### src/rss_pkg.sv
// ----------------------------------------------------------------------------
// rss_pkg
// Shared types, sizes and helpers for the RGB 3x3 sharpen stream.
// ----------------------------------------------------------------------------
package rss_pkg;

    localparam int LINE_WIDTH = 1280;
    localparam int LANES      = 3;
    localparam int COL_W      = $clog2(LINE_WIDTH);

    localparam logic [COL_W-1:0] LAST_COL = COL_W'(LINE_WIDTH - 1);

    typedef logic [23:0]      pix_t;
    typedef logic [COL_W-1:0] col_t;
    typedef logic [1:0]       lane_t;

    // One memory row holds the same column of all three lines.
    typedef logic [LANES-1:0][23:0] row_t;

    typedef struct packed {
        pix_t pixel_in;
        logic frame_start;
        logic line_end;
    } in_item_t;

    typedef struct packed {
        pix_t pixel_out;
        logic frame_start_out;
        logic line_end_out;
    } out_item_t;

    // Access to the line memory: read the row, replace one lane.
    typedef struct packed {
        logic  access;
        col_t  col;
        lane_t lane;
        pix_t  pix;
    } mem_req_t;

    localparam lane_t LANE_LAST = lane_t'(LANES - 1);

    function automatic lane_t lane_inc(input lane_t l);
        lane_t r;
        r = (l >= LANE_LAST) ? '0 : lane_t'(l + lane_t'(1));
        return r;
    endfunction

endpackage

### src/rss_filter.sv
// ----------------------------------------------------------------------------
// rss_filter
// Sliding 3x3 window and sharpen kernel (center 5, edge neighbors -1).
// ----------------------------------------------------------------------------
module rss_filter
    import rss_pkg::*;
(
    input  logic aclk,
    input  logic aresetn,
    input  logic shift,
    input  pix_t top_pix,
    input  pix_t mid_pix,
    input  pix_t bot_pix,
    output pix_t result
);

    // Only the taps the kernel uses are kept; corners never contribute.
    pix_t top_r_reg;
    pix_t bot_r_reg;
    pix_t mid_c_reg;
    pix_t mid_r_reg;

    function automatic logic [7:0] sharpen_ch(
        input logic [7:0] c,
        input logic [7:0] l,
        input logic [7:0] r,
        input logic [7:0] t,
        input logic [7:0] b
    );
        logic signed [11:0] sum;
        logic        [10:0] mag;
        logic        [7:0]  res;
        sum = $signed({2'b00, c, 2'b00}) + $signed({4'b0000, c})
            - $signed({4'b0000, l}) - $signed({4'b0000, r})
            - $signed({4'b0000, t}) - $signed({4'b0000, b});
        mag = sum[11] ? 11'(-sum) : sum[10:0];
        res = (mag > 11'd255) ? 8'hFF : mag[7:0];
        return res;
    endfunction

    always_comb begin
        for (int ch = 0; ch < 3; ch++) begin
            result[ch*8 +: 8] = sharpen_ch(mid_r_reg[ch*8 +: 8], mid_c_reg[ch*8 +: 8],
                                           mid_pix[ch*8 +: 8], top_r_reg[ch*8 +: 8],
                                           bot_r_reg[ch*8 +: 8]);
        end
    end

    // Advance the window one column per item.
    always_ff @(posedge aclk) begin
        if (!aresetn) begin
            top_r_reg <= '0;
            bot_r_reg <= '0;
            mid_c_reg <= '0;
            mid_r_reg <= '0;
        end else if (shift) begin
            top_r_reg <= top_pix;
            bot_r_reg <= bot_pix;
            mid_c_reg <= mid_r_reg;
            mid_r_reg <= mid_pix;
        end
    end

endmodule

### config.mk
export PLATFORM = sky130hd
export DESIGN_NAME = rss_filter
export DESIGN_NICKNAME = d
export VERILOG_FILES = /design/src/rss_pkg.sv /design/src/rss_filter.sv
export SDC_FILE = /design/constraint.sdc
export NUM_CORES = 1
export LEC_CHECK = 0
export BUFFER_PORTS_ARGS = -buffer_cell sky130_fd_sc_hd__buf_2
export CAP_MARGIN = 10
export CORE_MARGIN = 4
export CORE_UTILIZATION = 44
export CTS_CLUSTER_DIAMETER = 200
export DETAILED_ROUTE_END_ITERATION = 8
export REMOVE_ABC_BUFFERS = 1
export SLEW_MARGIN = 20
export SYNTH_ARGS = -nofsm -noshare
export SYNTH_HDL_FRONTEND = slang
export SYNTH_SLANG_ARGS = --single-unit
### constraint.sdc
create_clock -name aclk -period 7 [get_ports aclk]
set_input_delay 0.35 -clock aclk [delete_from_list [all_inputs] [get_ports aclk]]
set_output_delay 0.35 -clock aclk [all_outputs]
set_load 0.01 [all_outputs]
==> results of run 1 <==
[path summary, 6_finish.rpt]
check	startpoint	end	slack [ns]
worst max-delay path	top_r_reg[17]	result[17]	1.59
worst min-delay path	bot_pix[23]	bot_r_reg[23]	0.26
worst max register to register	mid_r_reg[16]	mid_c_reg[16]	6.16
worst min register to register	bot_r_reg[23]	bot_r_reg[23]	0.51
[logic make-up (layout without fill, tap and decap cells)]
family / after synthesis / count (layout) / share of synthesized area (%)
mux: 103 / 103 / 11.9
xor+xnor: 36 / 36 / 3.64
buf+inv: 222 / 310 / 9.67
simple gates: 204 / 204 / 14.1
flops: 96 / 96 / 22.2
fa+ha+maj: 138 / 138 / 27.7
compound gates: 121 / 121 / 10.7
[per-layer routing]
metal	wire, um	share of wire [%]	up-vias
met5	0	0	-
met1	7870	50	2841
met3	478	3.1	10
met4	190	1.2	0
li1	-	-	3152
met2	7130	46	74
[final cells by class]
class,instances,share of cell area (%)
Sequential cell,96,19.8
Multi-Input combinational cell,602,60.9
Clock buffer,9,2.32
Timing Repair Buffer,100,5.28
Tap cell,265,3.42
Clock inverter,6,0.736
Inverter,195,7.55
[worst max-delay path, cell delays in order (launching register included)]
cell	delay, ns
dfxtp_1	0.34
inv_1	0.06
fa_1	0.48
fa_1	0.55
inv_1	0.05
fa_1	0.53
inv_1	0.07
fa_1	0.44
and3_4	0.17
or3_1	0.35
a221o_1	0.41
a2111oi_4	0.39
nand2_2	0.11
a221oi_4	0.44
o221ai_2	0.15
buf_2	0.16
[through the flow]
step | hold WS (ns) | cells | setup WS [ns] | total power, W | utilization (%)
finish | 0.259 | 1273 | 1.59 | 0.00344 | 50.0
global route | 0.255 | 1273 | 1.25 | 0.00382 | 50.0
CTS | 0.241 | 1273 | 1.54 | 0.00349 | 50.0
detailed placement | 0.502 | 1258 | 1.82 | 0.00298 | 48.4
global placement | 0.497 | 1258 | 1.88 | 0.00297 | 48.4
floorplan | 0.478 | 893 | 2.24 | 0.00250 | -
[power groups by stage]
stage          Clock, W  Combinational (W)  Sequential [W]
6_report       0.000494            0.00234        0.000601
5_1_grt        0.000543            0.00267        0.000606
4_1_cts        0.000516            0.00238        0.000601
3_5_place_dp          0            0.00236        0.000614
3_3_place_gp          0            0.00235        0.000613
2_1_floorplan         0            0.00189        0.000606
[layout by cell type (no fill, tap or decap), types with 3 or more instances in the layout]
cell type,Yosys,layout
inv_1,195,195
nor2b_1,103,103
mux2i_1,103,103
buf_2,0,97
dfxtp_1,96,96
fa_1,90,90
ha_1,48,48
o21ai_1,26,26
xnor2_1,25,25
nor2_1,20,20
nand2_1,14,14
nor3_1,13,13
xor2_1,11,11
o21ai_0,11,11
a21oi_1,10,10
nand3_1,9,9
clkbuf_16,0,9
a21o_1,8,8
a211oi_1,8,8
nor3b_1,7,7
o21a_1,6,6
and3_1,5,5
or3_1,4,4
and2_1,4,4
nand4_1,4,4
a31oi_1,4,4
o221ai_1,4,4
o211ai_1,3,3
o21bai_1,3,3
a2111o_1,3,3
or4_1,3,3
o22ai_1,3,3
clkinv_4,0,3
==> results.sh, run 1 <==
export IMPL_status="finished, final reports clean"
export IMPL_fin_crit_sh_pct=77.3
export IMPL_postRouteWirelength_mm=15.7
export IMPL_grt_pass1_vias=6168
export IMPL_synthFlopType="dfxtp_1"
export IMPL_gp_congestion=0.815
export IMPL_drv_cap=0
export IMPL_syn_area_per_cell_sq_um=9.41
export IMPL_grt_util_met3_pct=2.29
export IMPL_avgRoutedWirePerCell_um=12.3
export IMPL_worstPathArrival_ns=5.06
export IMPL_antenna_cells=0
export IMPL_ys_seq_area_share_pct=22.2
export IMPL_cts_htree_levels=3
export IMPL_grt_ovfl_total=0
export IMPL_multi_input_area_sq_um=5900
export IMPL_synthMostInstantiatedCell="inv_1"
export IMPL_route_vias_total=6077
export IMPL_p_int_w=0.00188
export IMPL_synth_area_leaders="dfxtp_1, fa_1, mux2i_1"
export IMPL_grt_usage_pct=15.3
export IMPL_clk_path_buf_depth=2
export IMPL_comb_power_share_pct=68.2
export IMPL_met1_usage_pct=21.2
export IMPL_dpl_cell_area_sq_um=9400
export IMPL_ys_types=70
export IMPL_via_per_inst=4.77
export IMPL_die_h_um=148
export IMPL_io_buffer_count=98
export IMPL_io_pin_count=99
export IMPL_tightest_slew_ns=0.746
export IMPL_antenna_found_initial=0
export IMPL_rsz0062_at_grt="no"
export IMPL_num_fill_cells=1961
export IMPL_leakage_nw=4.33
export IMPL_ys_ff_latch=96
export IMPL_clock_sinks=96
export IMPL_whs_path_depth=3
export IMPL_drive_gt1_share_pct=14.3
export IMPL_die_area_sq_um=22000
export IMPL_initial_core_util_pct=44.6
export IMPL_start_kind="flip-flop"
export IMPL_slew_headroom_pct=50.2
export IMPL_switchingPower_w=0.00156
export IMPL_path_class="reg2out"
export IMPL_fin_setup_tns_ns=0
export IMPL_end_kind="output port"
export IMPL_ir_drop_v=0.000154
export IMPL_synth_cells=920
export IMPL_area_growth_pct=11.9
export IMPL_clk_pin_slew_ns=0.07
export IMPL_postCtsResizedCells=0
export IMPL_synth_common_cells="inv_1, mux2i_1, nor2b_1, dfxtp_1, fa_1"
export IMPL_synth_edff_count=0
export IMPL_grt_max_degree=80
export IMPL_post_cts_setup_buffers=0
export IMPL_coreArea_sq_um=19400
export IMPL_rows=51
export IMPL_syn_cell_area_sq_um=8660
export IMPL_slew_violations=0
export IMPL_hold_buffers=0
export IMPL_critPathMaxFanout=8
export IMPL_grt_met2_usage_pct=25.0
export IMPL_synth_async_reset_ratio_pct=0
export IMPL_power_density_nw_per_um2=355
export IMPL_num_nets_final=1217
export IMPL_drtIter0Drc=120
export IMPL_final_min_clock_period_ns=5.41
export IMPL_drtAntennaViolNets=0
export IMPL_clk_latency_ns=0.34
export IMPL_yosys_warnings=0
export IMPL_cts_buffers=9
export IMPL_max_freq_mhz=185
export IMPL_synth_top_area_share_pct=22.2
export IMPL_grt_pass1_wl_mm=28.1
export IMPL_clockPowerShare_pct=14.4
export IMPL_r2r_cells=2
export IMPL_yosys_area_top_type="dfxtp_1"
export IMPL_setup_viol=0
export IMPL_cp_required_ns=6.65
export IMPL_drtPass1Iterations=4
export IMPL_drc=0
export IMPL_gr_max_usage_layer="met2"
export IMPL_cts_tree="done"
export IMPL_switching_share_pct=45.3
export IMPL_hold_viol=0
export IMPL_finClkSkew_ns=0.00519
export IMPL_hold_class="in2reg"
export IMPL_root_buffer="clkbuf_16"
export IMPL_postLayoutCellArea_sq_um=9690
export IMPL_dpl_hpwl_mm=12.5
export IMPL_regArea_sq_um=1920
export IMPL_die_w_um=148
export IMPL_power_frac_seq_pct=17.5
(Power assumes the default switching activity.)
==> inputs of run 2 (changes only) <==
==> constraint.sdc (replaced) <==
create_clock -name aclk -period 5.3 [get_ports aclk]
set_input_delay 0.265 -clock aclk [delete_from_list [all_inputs] [get_ports aclk]]
set_output_delay 0.265 -clock aclk [all_outputs]
set_load 0.01 [all_outputs]
==> results.sh, run 2 (synthesized netlist as in run 1, its figures left out) <==
export IMPL_drv_cap=0
export IMPL_io_pin_count=99
export IMPL_antenna_cells=0
export IMPL_tightest_slew_ns=0.781
export IMPL_clock_sinks=96
export IMPL_rsz0062_at_grt="no"
export IMPL_hold_viol=0
export IMPL_whs_ns=0.169
export IMPL_r2r_cells=2
export IMPL_end_kind="output port"
export IMPL_grt_max_degree=94
export IMPL_route_vias_total=6127
export IMPL_num_fill_cells=1935
export IMPL_rows=51
export IMPL_initial_core_util_pct=44.6
export IMPL_crit_buf_inv=4
export IMPL_grt_pass1_vias=5988
export IMPL_die_w_um=148
export IMPL_drtPass1Iterations=4
export IMPL_path_class="reg2out"
export IMPL_finClkSkew_ns=0.00621
export IMPL_avgRoutedWirePerCell_um=12.5
export IMPL_start_kind="flip-flop"
export IMPL_crit_path_cell_trace="inv_1 > fa_1 > fa_1 > inv_1 > fa_1 > inv_1 > ha_1 > a211oi_2 > nor4_1 > a2111o_1 > a2111oi_4 > nor3b_2 > o2111a_2 > o221ai_2 > buf_2"
export IMPL_slew_violations=0
export IMPL_cts_tree="done"
export IMPL_clk_pin_slew_ns=0.07
export IMPL_cts_htree_levels=3
export IMPL_max_freq_mhz=199
export IMPL_area_growth_pct=13.5
export IMPL_coreArea_sq_um=19400
export IMPL_root_buffer="clkbuf_16"
export IMPL_io_buffer_count=98
export IMPL_clk_latency_ns=0.34
export IMPL_hold_class="in2reg"
export IMPL_drc=0
export IMPL_cp_required_ns=5.04
export IMPL_grt_pass1_wl_mm=27.7
export IMPL_drive_gt1_share_pct=15.6
export IMPL_grt_usage_pct=15.0
export IMPL_final_common_cell="inv_1"
export IMPL_crit_path_top_delay_cell="fa_1"
export IMPL_leakage_nw=4.40
export IMPL_postRouteWirelength_mm=16.0
export IMPL_crit_cells=15
export IMPL_hold_buffers=0
export IMPL_antenna_found_initial=0
export IMPL_ir_drop_v=0.000180
export IMPL_final_min_clock_period_ns=5.02
export IMPL_drtIter0Drc=154
export IMPL_dpl_cell_area_sq_um=9400
export IMPL_critPathMaxFanout=8
export IMPL_die_h_um=148
export IMPL_fin_setup_tns_ns=0
export IMPL_power_density_nw_per_um2=488
export IMPL_slew_headroom_pct=47.9
export IMPL_whs_path_depth=2
export IMPL_worstPathArrival_ns=4.76
export IMPL_gp_congestion=0.821
export IMPL_status="finished, final reports clean"
export IMPL_die_area_sq_um=22000
export IMPL_crit_family="adder cells"
export IMPL_drtAntennaViolNets=0
export IMPL_setup_viol=0
export IMPL_num_nets_final=1221
export IMPL_final_cell_mix="inv_1, nor2b_1, mux2i_1, buf_2, dfxtp_1"
export IMPL_grt_ovfl_total=0
export IMPL_critPathMaxStageDelay_ns=0.54
export IMPL_fin_crit_sh_pct=94.7
export IMPL_postLayoutCellArea_sq_um=9830
export IMPL_clk_path_buf_depth=2
export IMPL_cts_buffers=9
export IMPL_dpl_hpwl_mm=12.6
export IMPL_via_per_inst=4.79
[run 2: area by class of cell]
cell class              count  area, sq um  area share (%)
clock buffers              10          229            2.33
clock inverters             6          113            1.15
inverters                 195          732            7.45
multi-input cells         602         5960            60.6
flip-flops and latches     96         1920            19.6
well taps                 265          332            3.37
repair buffers            104          542            5.51
[run 2: path summary, 6_finish.rpt]
path | slack [ns] | start | endpoint
max | 0.28 | top_r_reg[17] | result[17]
min | 0.17 | aresetn | mid_r_reg[7]
max reg2reg | 4.45 | mid_r_reg[16] | mid_c_reg[16]
min reg2reg | 0.52 | top_r_reg[15] | top_r_reg[15]
[run 2: power breakdown]
| group | internal, W | switching, W | total [W] | leakage (nW) |
|---|---|---|---|---|
| combinational | 0.00144 | 0.00181 | 0.00325 | 3.44 |
| clock | 0.000464 | 0.000290 | 0.000754 | 0.167 |
| sequential | 0.000760 | 0.0000335 | 0.000794 | 0.790 |
| total | 0.00266 | 0.00214 | 0.00480 | 4.40 |
[run 2: routing by layer]
layer / global-route usage, % / up-vias / part of all wire (%) / wire [um]
met5: 0 / - / 0 / 0
met4: 3.33 / 0 / 0.94 / 150
li1: - / 3169 / - / -
met2: 24.8 / 78 / 47 / 7510
met3: 2.93 / 11 / 3.4 / 537
met1: 20.6 / 2869 / 49 / 7780
[run 2: repair_timing]
action	4_1_cts	5_1_grt
setup buffers	1	3
resized for setup	0	13
pin swaps	2	5
setup endpoints to repair	8	24
[run 2: per-stage QoR]
stage | util, % | instances | worst slack, ns | total power [W]
6_report | 50.7 | 1278 | 0.279 | 0.00480
3_5_place_dp | 48.4 | 1258 | 0.314 | 0.00394
4_1_cts | 50.2 | 1275 | 0.0227 | 0.00473
3_3_place_gp | 48.4 | 1258 | 0.351 | 0.00392
2_1_floorplan | - | 893 | 0.684 | 0.00330
5_1_grt | 50.7 | 1278 | 0.00232 | 0.00528
==> inputs of run 3 (changes only) <==
==> constraint.sdc (replaced) <==
create_clock -name aclk -period 5.3 [get_ports aclk]
set_input_delay 1.06 -clock aclk [delete_from_list [all_inputs] [get_ports aclk]]
set_output_delay 1.06 -clock aclk [all_outputs]
set_load 0.01 [all_outputs]
==> results.sh, run 3 (synthesized netlist as in run 1, its figures left out) <==
export IMPL_power_density_nw_per_um2=564
export IMPL_tightest_slew_ns=0.925
export IMPL_clk_latency_ns=0.35
export IMPL_hold_class="reg2reg"
export IMPL_ir_drop_v=0.000255
export IMPL_finClkSkew_ns=0.00458
export IMPL_grt_ovfl_total=0
export IMPL_final_min_clock_period_ns=6.11
export IMPL_drtPass1Iterations=4
export IMPL_clk_path_buf_depth=2
export IMPL_grt_util_met3_pct=2.71
export IMPL_leakage_nw=5.21
export IMPL_critPathMaxFanout=8
export IMPL_worst_slack_ns=-0.812
export IMPL_initial_core_util_pct=44.6
export IMPL_grt_usage_pct=16.6
export IMPL_num_fill_cells=1748
export IMPL_num_nets_final=1371
export IMPL_gr_max_usage_layer="met2"
export IMPL_avgRoutedWirePerCell_um=12.4
export IMPL_die_w_um=148
export IMPL_clock_sinks=96
export IMPL_max_freq_mhz=164
export IMPL_end_kind="output port"
export IMPL_postLayoutCellArea_sq_um=11500
export IMPL_final_common_cell="inv_1"
export IMPL_area_growth_pct=32.7
export IMPL_io_pin_count=99
export IMPL_root_buffer="clkbuf_16"
export IMPL_setup_viol=24
export IMPL_met1_usage_pct=22.5
export IMPL_hold_viol=0
export IMPL_clk_pin_slew_ns=0.07
export IMPL_route_vias_total=6744
export IMPL_grt_max_degree=74
export IMPL_drive_gt1_share_pct=32.6
export IMPL_die_area_sq_um=22000
export IMPL_fin_setup_tns_ns=-16.42
export IMPL_die_h_um=148
export IMPL_via_per_inst=4.72
export IMPL_rsz0062_at_grt="yes"
export IMPL_cts_tree="done"
export IMPL_grt_pass1_wl_mm=30.8
export IMPL_antenna_found_initial=1
export IMPL_antenna_cells=0
export IMPL_hold_buffers=0
export IMPL_cts_htree_levels=3
export IMPL_dpl_hpwl_mm=13.5
export IMPL_start_kind="primary input"
export IMPL_cp_required_ns=4.24
export IMPL_drtIter0Drc=180
export IMPL_grt_pass1_vias=6782
export IMPL_final_cell_mix="inv_1, buf_4, nor2b_1, mux2i_1, dfxtp_1"
export IMPL_gp_congestion=0.817
export IMPL_drc=0
export IMPL_slew_headroom_pct=38.3
export IMPL_fin_crit_sh_pct=115
export IMPL_post_place_ws_ns=-1.23
export IMPL_drtAntennaViolNets=0
export IMPL_postRouteWirelength_mm=17.8
export IMPL_grt_met2_usage_pct=28.5
export IMPL_worstPathArrival_ns=5.05
export IMPL_path_class="in2out"
export IMPL_coreArea_sq_um=19400
export IMPL_dpl_cell_area_sq_um=10300
export IMPL_cts_buffers=9
export IMPL_rows=51
export IMPL_status="finished with violations"
export IMPL_violations="negative setup slack"
export IMPL_slew_violations=0
export IMPL_drv_cap=0
export IMPL_io_buffer_count=98
==> run 3: changes by cell type in the layout (fill, tap and decap cells not counted), sizes merged <==
cell,change
buf,+150
clkinv,+2
bufinv,-2
==> run 3: timing repair <==
item                       CTS  global route
setup buffers               23             9
hold endpoints to repair     0             0
pin swaps                  101            35
setup endpoints to repair   24            24
resized for setup           91            30
==> run 3: layout make-up <==
type / instances / area, sq um / area share, %
Sequential cell: 96 / 1920 / 16.7
Timing Repair Buffer: 254 / 1760 / 15.3
Inverter: 195 / 734 / 6.39
Tap cell: 265 / 332 / 2.89
Clock buffer: 10 / 229 / 1.99
Clock inverter: 6 / 66.3 / 0.577
Multi-Input combinational cell: 602 / 6450 / 56.1
==> run 3: critical path: stages <==
cell and delay, ns:
buf_6 0.07, inv_2 0.03, fa_1 0.46, fa_1 0.49, inv_1 0.04, fa_1 0.50, inv_2 0.06, ha_4 0.22
a211oi_2 0.22, buf_4 0.16, nor4_1 0.06, a2111o_1 0.41, a2111oi_4 0.41, buf_4 0.19, nand2_4 0.05, a221oi_4 0.23
buf_6 0.17, o221ai_2 0.08, buf_2 0.15
==> run 3: stage by stage <==
step,std cells,hold slack [ns],total power (W),utilization [%]
after floorplan,893,0.483,0.00330,-
after global placement,1383,0.498,0.00480,53.3
after detailed placement,1383,0.503,0.00483,53.3
after CTS,1421,0.521,0.00624,58.2
after global routing,1428,0.539,0.00704,59.2
final,1428,0.515,0.00649,59.2
==> run 3: path summary, 6_finish.rpt <==
kind | startpoint | to | slack, ns | cells past startpoint
min reg2reg | mid_c_reg[12] | mid_c_reg[12] | 0.52 | 2
min | mid_c_reg[12] | mid_c_reg[12] | 0.52 | 2
max | mid_pix[17] | result[17] | -0.81 | 19
max reg2reg | mid_r_reg[0] | mid_c_reg[0] | 4.38 | 2
==> run 3: power breakdown <==
part           switching (W)  internal [W]  leakage (nW)
Clock               0.000290      0.000369         0.147
Combinational        0.00236       0.00267          4.27
Sequential         0.0000317      0.000760         0.790
==> run 3: layer usage <==
metal | part of all wire [%] | routed length (um) | up-vias
li1 | - | - | 3466
met1 | 47 | 8380 | 3185
met2 | 49 | 8700 | 76
met3 | 2.8 | 490 | 15
met4 | 1.0 | 178 | 2
met5 | 0.11 | 20 | -
